## src/rtl/mbpc_pkg.sv

```systemverilog
`timescale 1ns / 1ps
`default_nettype none

package mbpc_pkg;

  // Widths fixed by the word formats.
  localparam int unsigned NOW_W     = 32;
  localparam int unsigned PIN_W     = 3;
  localparam int unsigned CODE_W    = 2;
  localparam int unsigned CFG_W     = 16;
  localparam int unsigned CFG_IDX_W = 2;

  // Register indexes of the configuration port.
  localparam logic [CFG_IDX_W-1:0] REG_DEBOUNCE   = 2'd0;
  localparam logic [CFG_IDX_W-1:0] REG_LONG_PRESS = 2'd1;

  // Stored press classification codes.
  localparam logic [CODE_W-1:0] CODE_NONE  = 2'd0;
  localparam logic [CODE_W-1:0] CODE_SHORT = 2'd1;
  localparam logic [CODE_W-1:0] CODE_LONG  = 2'd2;

  // One poll word.
  typedef struct packed {
    logic [NOW_W-1:0] now_ms;
    logic [PIN_W-1:0] pin_levels;
  } in_word_t;

  // One result word.
  typedef struct packed {
    logic              all_released;
    logic [CODE_W-1:0] press_code_0;
    logic [CODE_W-1:0] press_code_1;
    logic [CODE_W-1:0] press_code_2;
  } out_word_t;

  // Control from the top level to one button cell.
  typedef struct packed {
    logic step;
    logic clear;
  } btn_ctl_t;

  // Status from one button cell for the poll being processed.
  typedef struct packed {
    logic              held;
    logic [CODE_W-1:0] code;
  } btn_stat_t;

endpackage

`default_nettype wire

```

## src/rtl/multi_button_press_classifier.sv

```systemverilog
`timescale 1ns / 1ps
`default_nettype none

// A poll word is taken into the input register and moves on to the result
// register when that is free (one input register, one result register).
// Throughput: one poll word per cycle unless out_stall holds the output; the
// button update is two subtracts and two compares per button in between.
// Reset: synchronous active-low; clears all button state, loads the register
// defaults (debounce 50 ms, long press 1000 ms) and empties both registers.
module multi_button_press_classifier import mbpc_pkg::*; #(
  parameter int unsigned NUM_BUTTONS = 3,
  parameter int unsigned TIME_BITS   = 32
) (
  input  wire logic                 clk,
  input  wire logic                 rst_n,
  input  wire logic                 in_valid,
  output logic                      in_stall,
  input  wire in_word_t             in_data,
  output logic                      out_valid,
  input  wire logic                 out_stall,
  output out_word_t                 out_data,
  input  wire logic                 cfg_valid,
  output logic                      cfg_ready,
  input  wire logic [CFG_IDX_W-1:0] cfg_index,
  input  wire logic [CFG_W-1:0]     cfg_data
);

  localparam int unsigned PAD_N = (NUM_BUTTONS > 3) ? NUM_BUTTONS : 3;

  logic [CFG_W-1:0] debounce_r;
  logic [CFG_W-1:0] long_press_r;
  logic             in_vld_r, in_vld_nxt;
  in_word_t         in_word_r;
  logic             out_vld_r, out_vld_nxt;
  out_word_t        out_word_r, out_word_nxt;
  logic             in_take;
  logic             advance;
  logic             some_down;
  btn_ctl_t         ctl;
  btn_stat_t        stat [PAD_N];
  logic [NUM_BUTTONS-1:0] held_vec;

  // Configuration registers; the port is always ready.
  assign cfg_ready = 1'b1;

  always_ff @(posedge clk) begin
    if (!rst_n) begin
      debounce_r   <= CFG_W'(50);
      long_press_r <= CFG_W'(1000);
    end else if (cfg_valid && cfg_ready) begin
      case (cfg_index)
        REG_DEBOUNCE:   debounce_r   <= cfg_data;
        REG_LONG_PRESS: long_press_r <= cfg_data;
        default:        ;
      endcase
    end
  end

  // Handshake: the input word moves on when the result register is free.
  assign advance  = in_vld_r && (!out_vld_r || !out_stall);
  assign in_stall = in_vld_r && !advance;
  assign in_take  = in_valid && !in_stall;

  assign in_vld_nxt  = in_take ? 1'b1 : (advance ? 1'b0 : in_vld_r);
  assign out_vld_nxt = advance ? 1'b1 : (out_stall ? out_vld_r : 1'b0);

  always_ff @(posedge clk) begin
    if (!rst_n) begin
      in_vld_r  <= 1'b0;
      out_vld_r <= 1'b0;
    end else begin
      in_vld_r  <= in_vld_nxt;
      out_vld_r <= out_vld_nxt;
    end
  end

  always_ff @(posedge clk) begin
    if (in_take) begin
      in_word_r <= in_data;
    end
    if (advance) begin
      out_word_r <= out_word_nxt;
    end
  end

  // Button cells; buttons past the pin field read as held.
  assign ctl.step  = advance;
  assign ctl.clear = !some_down;

  for (genvar b = 0; b < PAD_N; b++) begin : g_btn
    if (b < NUM_BUTTONS) begin : g_cell
      logic pressed;
      if (b < PIN_W) begin : g_pin
        assign pressed = !in_word_r.pin_levels[b];
      end else begin : g_nopin
        assign pressed = 1'b1;
      end
      mbpc_button #(
        .TIME_BITS(TIME_BITS)
      ) u_button (
        .clk          (clk),
        .rst_n        (rst_n),
        .now          (in_word_r.now_ms[TIME_BITS-1:0]),
        .pressed      (pressed),
        .debounce_ms  (debounce_r),
        .long_press_ms(long_press_r),
        .ctl          (ctl),
        .stat         (stat[b])
      );
      assign held_vec[b] = stat[b].held;
    end else begin : g_none
      assign stat[b] = '{held: 1'b0, code: CODE_NONE};
    end
  end

  assign some_down = |held_vec;

  // Result word: codes are reported only when every button is released.
  always_comb begin
    out_word_nxt.all_released = !some_down;
    out_word_nxt.press_code_0 = some_down ? CODE_NONE : stat[0].code;
    out_word_nxt.press_code_1 = some_down ? CODE_NONE : stat[1].code;
    out_word_nxt.press_code_2 = some_down ? CODE_NONE : stat[2].code;
  end

  assign out_valid = out_vld_r;
  assign out_data  = out_word_r;

  // A word that reports a held button carries no press codes.
  assert property (@(posedge clk) disable iff (!rst_n)
    out_valid && !out_data.all_released |->
      out_data.press_code_0 == CODE_NONE && out_data.press_code_1 == CODE_NONE &&
      out_data.press_code_2 == CODE_NONE)
    else $error("press codes reported while a button is held");

  // The input side only stalls while the input register is occupied.
  assert property (@(posedge clk) disable iff (!rst_n)
    in_stall |-> in_vld_r)
    else $error("input stalled with an empty input register");

  // No classification code ever goes past the long code.
  assert property (@(posedge clk) disable iff (!rst_n)
    out_valid |-> out_data.press_code_0 <= CODE_LONG &&
      out_data.press_code_1 <= CODE_LONG && out_data.press_code_2 <= CODE_LONG)
    else $error("invalid press code");

  // A word leaving the input register always lands in the result register.
  assert property (@(posedge clk) disable iff (!rst_n)
    advance |=> out_valid)
    else $error("advanced word lost");

endmodule

`default_nettype wire

```

## src/rtl/mbpc_button.sv

```systemverilog
`timescale 1ns / 1ps
`default_nettype none

module mbpc_button import mbpc_pkg::*; #(
  parameter int unsigned TIME_BITS = 32
) (
  input  wire logic                 clk,
  input  wire logic                 rst_n,
  input  wire logic [TIME_BITS-1:0] now,
  input  wire logic                 pressed,
  input  wire logic [CFG_W-1:0]     debounce_ms,
  input  wire logic [CFG_W-1:0]     long_press_ms,
  input  wire btn_ctl_t             ctl,
  output btn_stat_t                 stat
);

  logic                 held_r, held_nxt;
  logic                 long_r, long_nxt;
  logic [TIME_BITS-1:0] start_r, start_nxt;
  logic [TIME_BITS-1:0] edge_r, edge_nxt;
  logic [CODE_W-1:0]    stored_r, stored_nxt, code_upd;
  logic [TIME_BITS-1:0] since_edge;
  logic [TIME_BITS-1:0] since_start;
  logic                 in_window;
  logic                 long_hit;

  // Elapsed times wrap at the time width.
  assign since_edge  = now - edge_r;
  assign since_start = now - start_r;
  assign in_window   = since_edge < TIME_BITS'(debounce_ms);
  assign long_hit    = since_start >= TIME_BITS'(long_press_ms);

  // A release outside the debounce window classifies the press.
  assign code_upd = (!in_window && !pressed && held_r)
                    ? (long_r ? CODE_LONG : CODE_SHORT) : stored_r;

  // Inside the window the held flag stands; otherwise the pin decides.
  assign stat.held = in_window ? held_r : pressed;
  assign stat.code = code_upd;

  // Next state for one poll.
  always_comb begin
    held_nxt   = held_r;
    long_nxt   = long_r;
    start_nxt  = start_r;
    edge_nxt   = edge_r;
    stored_nxt = stored_r;
    if (ctl.step) begin
      stored_nxt = ctl.clear ? CODE_NONE : code_upd;
      if (!in_window) begin
        if (pressed) begin
          if (!held_r) begin
            held_nxt  = 1'b1;
            long_nxt  = 1'b0;
            start_nxt = now;
            edge_nxt  = now;
          end else if (!long_r && long_hit) begin
            long_nxt = 1'b1;
          end
        end else if (held_r) begin
          held_nxt = 1'b0;
          edge_nxt = now;
        end
      end
    end
  end

  always_ff @(posedge clk) begin
    if (!rst_n) begin
      held_r   <= 1'b0;
      long_r   <= 1'b0;
      start_r  <= '0;
      edge_r   <= '0;
      stored_r <= CODE_NONE;
    end else begin
      held_r   <= held_nxt;
      long_r   <= long_nxt;
      start_r  <= start_nxt;
      edge_r   <= edge_nxt;
      stored_r <= stored_nxt;
    end
  end

endmodule

`default_nettype wire
```

## config.mk

```make
export PLATFORM = sky130hd
export DESIGN_NAME = multi_button_press_classifier
export DESIGN_NICKNAME = d
export VERILOG_FILES = /design/src/rtl/mbpc_pkg.sv /design/src/rtl/multi_button_press_classifier.sv /design/src/rtl/mbpc_button.sv
export SDC_FILE = /design/constraint.sdc
export NUM_CORES = 1
export LEC_CHECK = 0
export BUFFER_PORTS_ARGS = -buffer_cell sky130_fd_sc_hd__buf_2
export CORE_UTILIZATION = 65
export DETAILED_ROUTE_END_ITERATION = 7
export PLACE_DENSITY = 0.89
export SKIP_CTS_REPAIR_TIMING = 1
export SYNTH_ARGS = -nofsm -noshare
export SYNTH_HDL_FRONTEND = slang
export SYNTH_HIERARCHICAL = 1
export SYNTH_SLANG_ARGS = --single-unit
```

## constraint.sdc

```tcl
create_clock -name clk -period 6.5 [get_ports clk]
set_clock_uncertainty 0.05 [all_clocks]
set_input_delay 1.3 -clock clk [delete_from_list [all_inputs] [get_ports clk]]
set_output_delay 1.3 -clock clk [all_outputs]
set_load 0.05 [all_outputs]
```

==> summary.txt, run 1 <==
Logic synthesis
  – Most common cell in the netlist: nand2_1
  – Yosys top cell by area: dfxtp_1
  – Syn Nets: 3546
  – Avg Inst Size Synth: 7.906 sq um
  – Netlist cell types: 112
  – Mapped Cells: 3203
  – Post-synthesis sequential area ratio: 23.80%
  – Synth top cells by count: 520 x nand2_1, 352 x inv_1, 279 x ha_1, 238 x dfxtp_1, 235 x mux2i_1
  – Top FF cell, synth: dfxtp_1
  – Register bit total from synthesis: 280
  – Synth top area cells: dfxtp_1 19%, ha_1 14%, mux2i_1 9.3%
  – Syn Std Cell Area: 25320 sq um
  – Yosys warns: 6
  – Number of synthesized flops with an enable pin: 42
  – Asr flop ratio synth: 0%
  – Yosys top cell area share: 18.82%

Routing
  – Detail Route Antenna Nets: 0
  – Total number of vias: 24109
  – WL per Instance: 20.84 um
  – TritonRoute pass-1 iters: 6
  – Iteration-0 DRC Markers: 1816
  – Drt drc: 0
  – Routed WL: 77.90 mm
  – Via density per instance: 6.450

Power and ir drop
  – Peak supply drop: 0.0002081 V
  – Final Total Pwr: 5.648 mW
  – PD cells: 210.5 nW/um^2
  – Lkg Pwr: 11.19 nW

STA
  – Setup TNS: 0 ns
  – Fmax: 163.0 MHz
  – Final setup fails: 0
  – Min cycle time layout: 6.136 ns
  – Worst-Margin Slew: 1.012 ns
  – Slew headroom: 30.81%
  – Max Slew Vio Count: 0
  – Final Hold Fails: 0
  – Crit share post-route: 94.40%
  – Hold WS: 0.4076 ns

Min path
  – Hold Crit Start: g_btn[2].g_cell.u_button/start_r[16]
  – Worst hold path class: reg -> reg

Clock tree
  – Total CTS buffers: 30
  – CTS sink cnt: 280
  – TritonCTS clock tree: built
  – Clock slew at reported path FFs: 0.06 ns
  – H-tree levels: 1
  – Root Buffer: clkbuf_16
  – Worst skew pair latency: 0.59 ns
  – Clock buffer depth: 3

Setup path
  – Worst EP arrival: 6.55 ns
  – Max FO, Critical Path: 10
  – Worst r2r src: in_word_r[3]
  – WS Path Type: reg -> reg
  – Reg2Reg Setup Slack: 0.36 ns
  – Critical path endpoint: g_btn[0].g_cell.u_button/stored_r[0]
  – Required time of the critical path: 6.91 ns
  – Beginning of the critical path: in_word_r[3]
  – Worst Setup Start Kind: flip-flop
  – FF-to-FF End: g_btn[0].g_cell.u_button/stored_r[0]
  – R2R cell count: 27
  – CP endpoint kind: flip-flop

Floorplan
  – Core area: 38020 sq um
  – Initial core utilization: 66.60%
  – Die height: 199.4 um
  – Ports: 68
  – Row count: 71
  – DIE AREA: 39750 sq um
  – Die W: 199.4 um

Global routing
  – Largest net degree at the start of global routing: 186
  – Antenna violations before repair: 1
  – Grt total ovfl: 0
  – First-pass GRT wire length: 121.9 mm
  – Vias in the first global route: 23732
  – Gr usage total: 38.80%

Placement
  – DP HPWL: 59.92 mm
  – GP Congestion: 1.009
  – IO Port Bufs: 66
  – Placed insts: 3679
  – Post-DP Area: 25750 sq um

Finish
  – Area Overhead vs Synth: 5.974%
  – Final instance area: 26830 sq um
  – Final nets: 3545
  – Area of the multi-input gates: 17250 sq um
  – Layout cells sized above 1: 6.448%
  – Filler Cell Count: 3069
  – Reg area: 6026 sq um
  – Non-filler instance count after layout: 3738

Job
  – Number of max-cap violations: 0

Run status
  – Status: complete, no violations
-- metrics by stage --
stage	utilization [%]	worst slack, ns
2_1_floorplan	-	0.8255
6_report	70.58	0.3640
5_1_grt	70.57	-0.0008367
4_1_cts	70.42	0.1363
3_5_place_dp	67.72	0.2246
3_3_place_gp	67.72	0.5392
-- power breakdown --
| group | total (mW) | internal, mW | switching, mW | leakage (nW) |
|---|---|---|---|---|
| Clock | 1.82 | 1.06 | 0.756 | 0.505 |
| Sequential | 1.94 | 1.84 | 0.0978 | 2.34 |
| Combinational | 1.89 | 0.742 | 1.15 | 8.34 |
-- area by class of cell --
type	instances	share of cell area, %
Multi-Input combinational cell	2443	64.27
Sequential cell	280	22.46
Inverter	352	4.924
Clock buffer	38	3.101
Tap cell	511	2.383
Timing Repair Buffer	95	2.126
Clock inverter	18	0.7274
Antenna cell	1	0.009325
-- cell usage in the layout (no fill, tap or decap), drive strengths merged, types with 12 or more instances in the layout --
master,instances
a2111oi,13
nor4,31
a211oi,31
edfxtp,42
and3,24
clkinv,12
dfxtp,238
nor2b,27
a21oi,222
o211ai,38
nor2,143
o21ai,140
nand2b,28
a21o,77
xor2,55
mux2i,235
ha,279
nand4,61
and2,23
or3,18
o21a,38
buf,95
clkbuf,38
o31ai,13
nor3,37
nand2,520
o2111ai,21
o21bai,15
inv,352
nand3,48
xnor2,73
a31oi,43
-- critical path, stage by stage (launching register included) --
cell and delay, ns:
edfxtp_1 0.51, inv_1 0.18, ha_1 0.18, inv_1 0.05, fa_1 0.45, a211oi_2 0.25, o21ai_2 0.14, a31oi_1 0.26
nor2b_1 0.10, o21ai_0 0.21, nand2b_1 0.11, xor2_1 0.16, ha_1 0.28, nand2_1 0.08, nor2_1 0.05, a211oi_1 0.25
o221ai_1 0.16, a31o_1 0.22, nor4_2 0.16, nand4b_1 0.21, or3_4 0.51, mux2_1 0.46, nor3_4 0.28, buf_4 0.25
nor2_1 0.09, nand4b_1 0.10, o32a_1 0.15, o21ai_1 0.07
-- worst min path at each step --
stage	to	slack [ns]	cells past startpoint
2_1_floorplan	g_btn[0].g_cell.u_button/edge_r[10]	0.38	2
3_3_place_gp	g_btn[0].g_cell.u_button/edge_r[5]	0.39	2
3_5_place_dp	g_btn[0].g_cell.u_button/edge_r[7]	0.40	2
4_1_cts	g_btn[2].g_cell.u_button/start_r[16]	0.41	2
5_1_grt	g_btn[2].g_cell.u_button/start_r[15]	0.43	2
6_report	g_btn[2].g_cell.u_button/start_r[16]	0.41	2
-- registers in the layout, indices dropped and copies added, names as in the netlist --
signal and flops:
long_press_r 16, out_valid 1, debounce_r 16, in_word_r 35
in_vld_r 1, out_data 7, g_btn.g_cell.u_button/stored_r 6, g_btn.g_cell.u_button/long_r 3
g_btn.g_cell.u_button/start_r 96, g_btn.g_cell.u_button/edge_r 96, g_btn.g_cell.u_button/held_r 3
-- logic make-up (layout without fill, tap and decap cells) --
kind of cell	Yosys count	in the layout	synth area share, %
compound gates	770	770	20.49
buf+inv	480	503	8.415
xor+xnor	128	128	4.427
mux	246	246	9.779
flops	280	280	23.80
simple gates	1013	1013	18.82
other cells	1	2	0.01481
fa+ha+maj	285	285	14.26
-- metal layers --
layer | global-route usage [%] | wire length (um)
met3 | 7.224 | 6144
met1 | 44.05 | 30120
met5 | 0 | 0
met4 | 22.50 | 4661
met2 | 67.87 | 36980
Power figures use the tool's default switching activity.
==> inputs of run 2 (changes only) <==
==> constraint.sdc (replaced) <==
create_clock -name clk -period 6.5 [get_ports clk]
set_clock_uncertainty 0.05 [all_clocks]
set_input_delay 0.975 -clock clk [delete_from_list [all_inputs] [get_ports clk]]
set_output_delay 0.975 -clock clk [all_outputs]
set_load 0.05 [all_outputs]
==> run 2 against run 1 <==
Effect of this change: total power down 0.25%; sequential power about the same; die area unchanged.
==> summary.txt, run 2 (synthesis gave the netlist of run 1 again) <==
Job
  – Number of max-cap violations: 0 (unchanged)

STA
  – Setup TNS: 0 ns (unchanged)
  – Fmax: 159.0 MHz (was 163.0 MHz)
  – Unrepaired setup endpoints after global routing: false
  – Crit share post-route: 96.74% (was 94.40%)
  – Final setup fails: 0 (unchanged)
  – Final Hold Fails: 0 (unchanged)
  – Worst-Margin Slew: 1.097 ns (was 1.012 ns)
  – Max Slew Vio Count: 0 (unchanged)
  – Slew headroom: 25.01% (was 30.81%)
  – Min cycle time layout: 6.288 ns (was 6.136 ns)
  – Setup WS post-layout: 0.2122 ns (was 0.3640 ns)

Setup path
  – Max incr delay on CP: 0.63 ns (was 0.51 ns)
  – Critical path endpoint: g_btn[2].g_cell.u_button/stored_r[0] (was g_btn[0].g_cell.u_button/stored_r[0])
  – Worst EP arrival: 6.70 ns (was 6.55 ns)
  – Worst r2r src: in_word_r[3] (unchanged)
  – WS Path Type: reg -> reg (unchanged)
  – Worst Setup Start Kind: flip-flop (unchanged)
  – Required time of the critical path: 6.91 ns (about the same)
  – WP buf/inv: 3 (unchanged)
  – CP endpoint kind: flip-flop (unchanged)
  – Crit path max-delay family: simple AND/OR/NAND/NOR gates (was compound AO/OA/AOI/OAI gates)
  – R2R cell count: 27 (unchanged)
  – Max FO, Critical Path: 16 (was 10)
  – Beginning of the critical path: in_word_r[3] (unchanged)
  – Reg2Reg Setup Slack: 0.21 ns (was 0.36 ns)
  – Slowest CP cell: or3_1 (was edfxtp_1)
  – FF-to-FF End: g_btn[2].g_cell.u_button/stored_r[0] (was g_btn[0].g_cell.u_button/stored_r[0])
  – Crit path depth: 27 (unchanged)

Power and ir drop
  – PD cells: 210.5 nW/um^2 (about the same)
  – Peak supply drop: 0.0002300 V (was 0.0002081 V)
  – Lkg Pwr: 11.14 nW (was 11.19 nW)

Finish
  – Largest regs: g_btn.g_cell.u_button/edge_r x96, g_btn.g_cell.u_button/start_r x96, in_word_r x35 (unchanged)
  – Filler Cell Count: 3053 (was 3069)
  – Layout cells sized above 1: 6.234% (was 6.448%)
  – Most frequent cells in the layout: 520 x nand2_1, 352 x inv_1, 279 x ha_1 (unchanged)
  – Area Overhead vs Synth: 5.687% (was 5.974%)
  – Reg area: 6026 sq um (unchanged)
  – Final nets: 3543 (was 3545)
  – Area of the multi-input gates: 17210 sq um (was 17250 sq um)
  – Commonest non-fill, non-tap cell in the layout: nand2_1 (unchanged)

Clock tree
  – CTS sink cnt: 280 (unchanged)
  – Total CTS buffers: 30 (unchanged)
  – Root Buffer: clkbuf_16 (unchanged)
  – Clock slew at reported path FFs: 0.06 ns (about the same)
  – Worst skew pair latency: 0.61 ns (was 0.59 ns)
  – TritonCTS clock tree: built (unchanged)
  – H-tree levels: 1 (unchanged)
  – Clock buffer depth: 3 (unchanged)

Floorplan
  – Row count: 71 (unchanged)
  – Ports: 68 (unchanged)
  – DIE AREA: 39750 sq um (unchanged)
  – Die W: 199.4 um (unchanged)
  – Initial core utilization: 66.60% (unchanged)
  – Core area: 38020 sq um (unchanged)
  – Die height: 199.4 um (unchanged)

Placement
  – IO Port Bufs: 66 (unchanged)
  – DP HPWL: 62.72 mm (was 59.92 mm)
  – DP Worst Slack: 0.4558 ns (was 0.2246 ns)
  – GP Congestion: 1.010 (was 1.009)

Routing
  – Iteration-0 DRC Markers: 2110 (was 1816)
  – Drt drc: 0 (unchanged)
  – TritonRoute pass-1 iters: 6 (unchanged)
  – Total number of vias: 24587 (was 24109)
  – WL per Instance: 22.03 um (was 20.84 um)
  – Via density per instance: 6.581 (was 6.450)
  – Detail Route Antenna Nets: 0 (unchanged)
  – Routed WL: 82.29 mm (was 77.90 mm)

Global routing
  – Largest net degree at the start of global routing: 182 (was 186)
  – Antenna violations before repair: 1 (unchanged)
  – Grt total ovfl: 0 (unchanged)
  – Vias in the first global route: 23936 (was 23732)
  – Gr usage total: 40.69% (was 38.80%)
  – First-pass GRT wire length: 126.4 mm (was 121.9 mm)

Min path
  – Worst hold path class: reg -> reg (unchanged)
  – Hold Crit Start: g_btn[2].g_cell.u_button/edge_r[21] (was g_btn[2].g_cell.u_button/start_r[16])

Run status
  – Status: complete, no violations (unchanged)
[run 2: report_power, final]
group,switching (mW),internal [mW],leakage [nW]
logic,1.18,0.744,8.32
clock network,0.788,0.985,0.476
registers,0.0969,1.84,2.34
[run 2: final cells by class]
| type | instances | area share (%) |
|---|---|---|
| clock buffers | 40 | 3.100 |
| repair buffers | 93 | 2.076 |
| flip-flops and latches | 280 | 22.52 |
| inverters | 352 | 4.937 |
| multi-input cells | 2443 | 64.32 |
| clock inverters | 16 | 0.6499 |
| diodes | 1 | 0.009351 |
| well taps | 511 | 2.389 |
[run 2: worst min path at each step]
stage | end | cells after the start
floorplan | g_btn[0].g_cell.u_button/edge_r[10] | 2
global placement | g_btn[2].g_cell.u_button/start_r[30] | 2
detailed placement | g_btn[0].g_cell.u_button/edge_r[13] | 2
CTS | g_btn[2].g_cell.u_button/edge_r[21] | 2
global route | g_btn[0].g_cell.u_button/edge_r[10] | 2
finish | g_btn[2].g_cell.u_button/edge_r[21] | 2
[run 2: metal layers]
metal  global-route usage, %  routed length (um)
met1                   45.33               30470
met2                   70.51               38590
met3                   7.038                6512
met4                   28.27                6724
met5                       0                   0
[run 2: worst reg2reg max path, cell delays in order, from the launching register on]
cell and delay, ns:
edfxtp_1 0.48, inv_1 0.18, ha_1 0.19, inv_1 0.06, fa_1 0.45, a211oi_2 0.25, o21ai_2 0.14, a31oi_1 0.28
nor2b_1 0.11, o21ai_0 0.19, nand2b_1 0.11, xor2_1 0.16, ha_1 0.27, nand2_1 0.08, nor2_1 0.05, a211oi_1 0.29
o221ai_1 0.16, a31o_1 0.21, nor4_2 0.16, nand4b_1 0.26, or3_1 0.64, mux2_1 0.49, nor3_2 0.20, buf_4 0.25
nor3_1 0.10, nand3b_1 0.09, o32a_1 0.15, o21ai_0 0.11
[run 2: metrics by stage]
step | area, sq um | util, % | power [mW] | cells | hold slack (ns)
finish | 26760 | 70.39 | 5.634 | 3736 | 0.4061
global route | 26760 | 70.38 | 5.864 | 3735 | 0.4229
CTS | 26750 | 70.36 | 5.577 | 3735 | 0.4075
detailed placement | 25750 | 67.72 | 3.817 | 3679 | 0.3959
global placement | 25750 | 67.72 | 3.751 | 3679 | 0.3923
floorplan | 25320 | - | 3.342 | 3203 | 0.3847
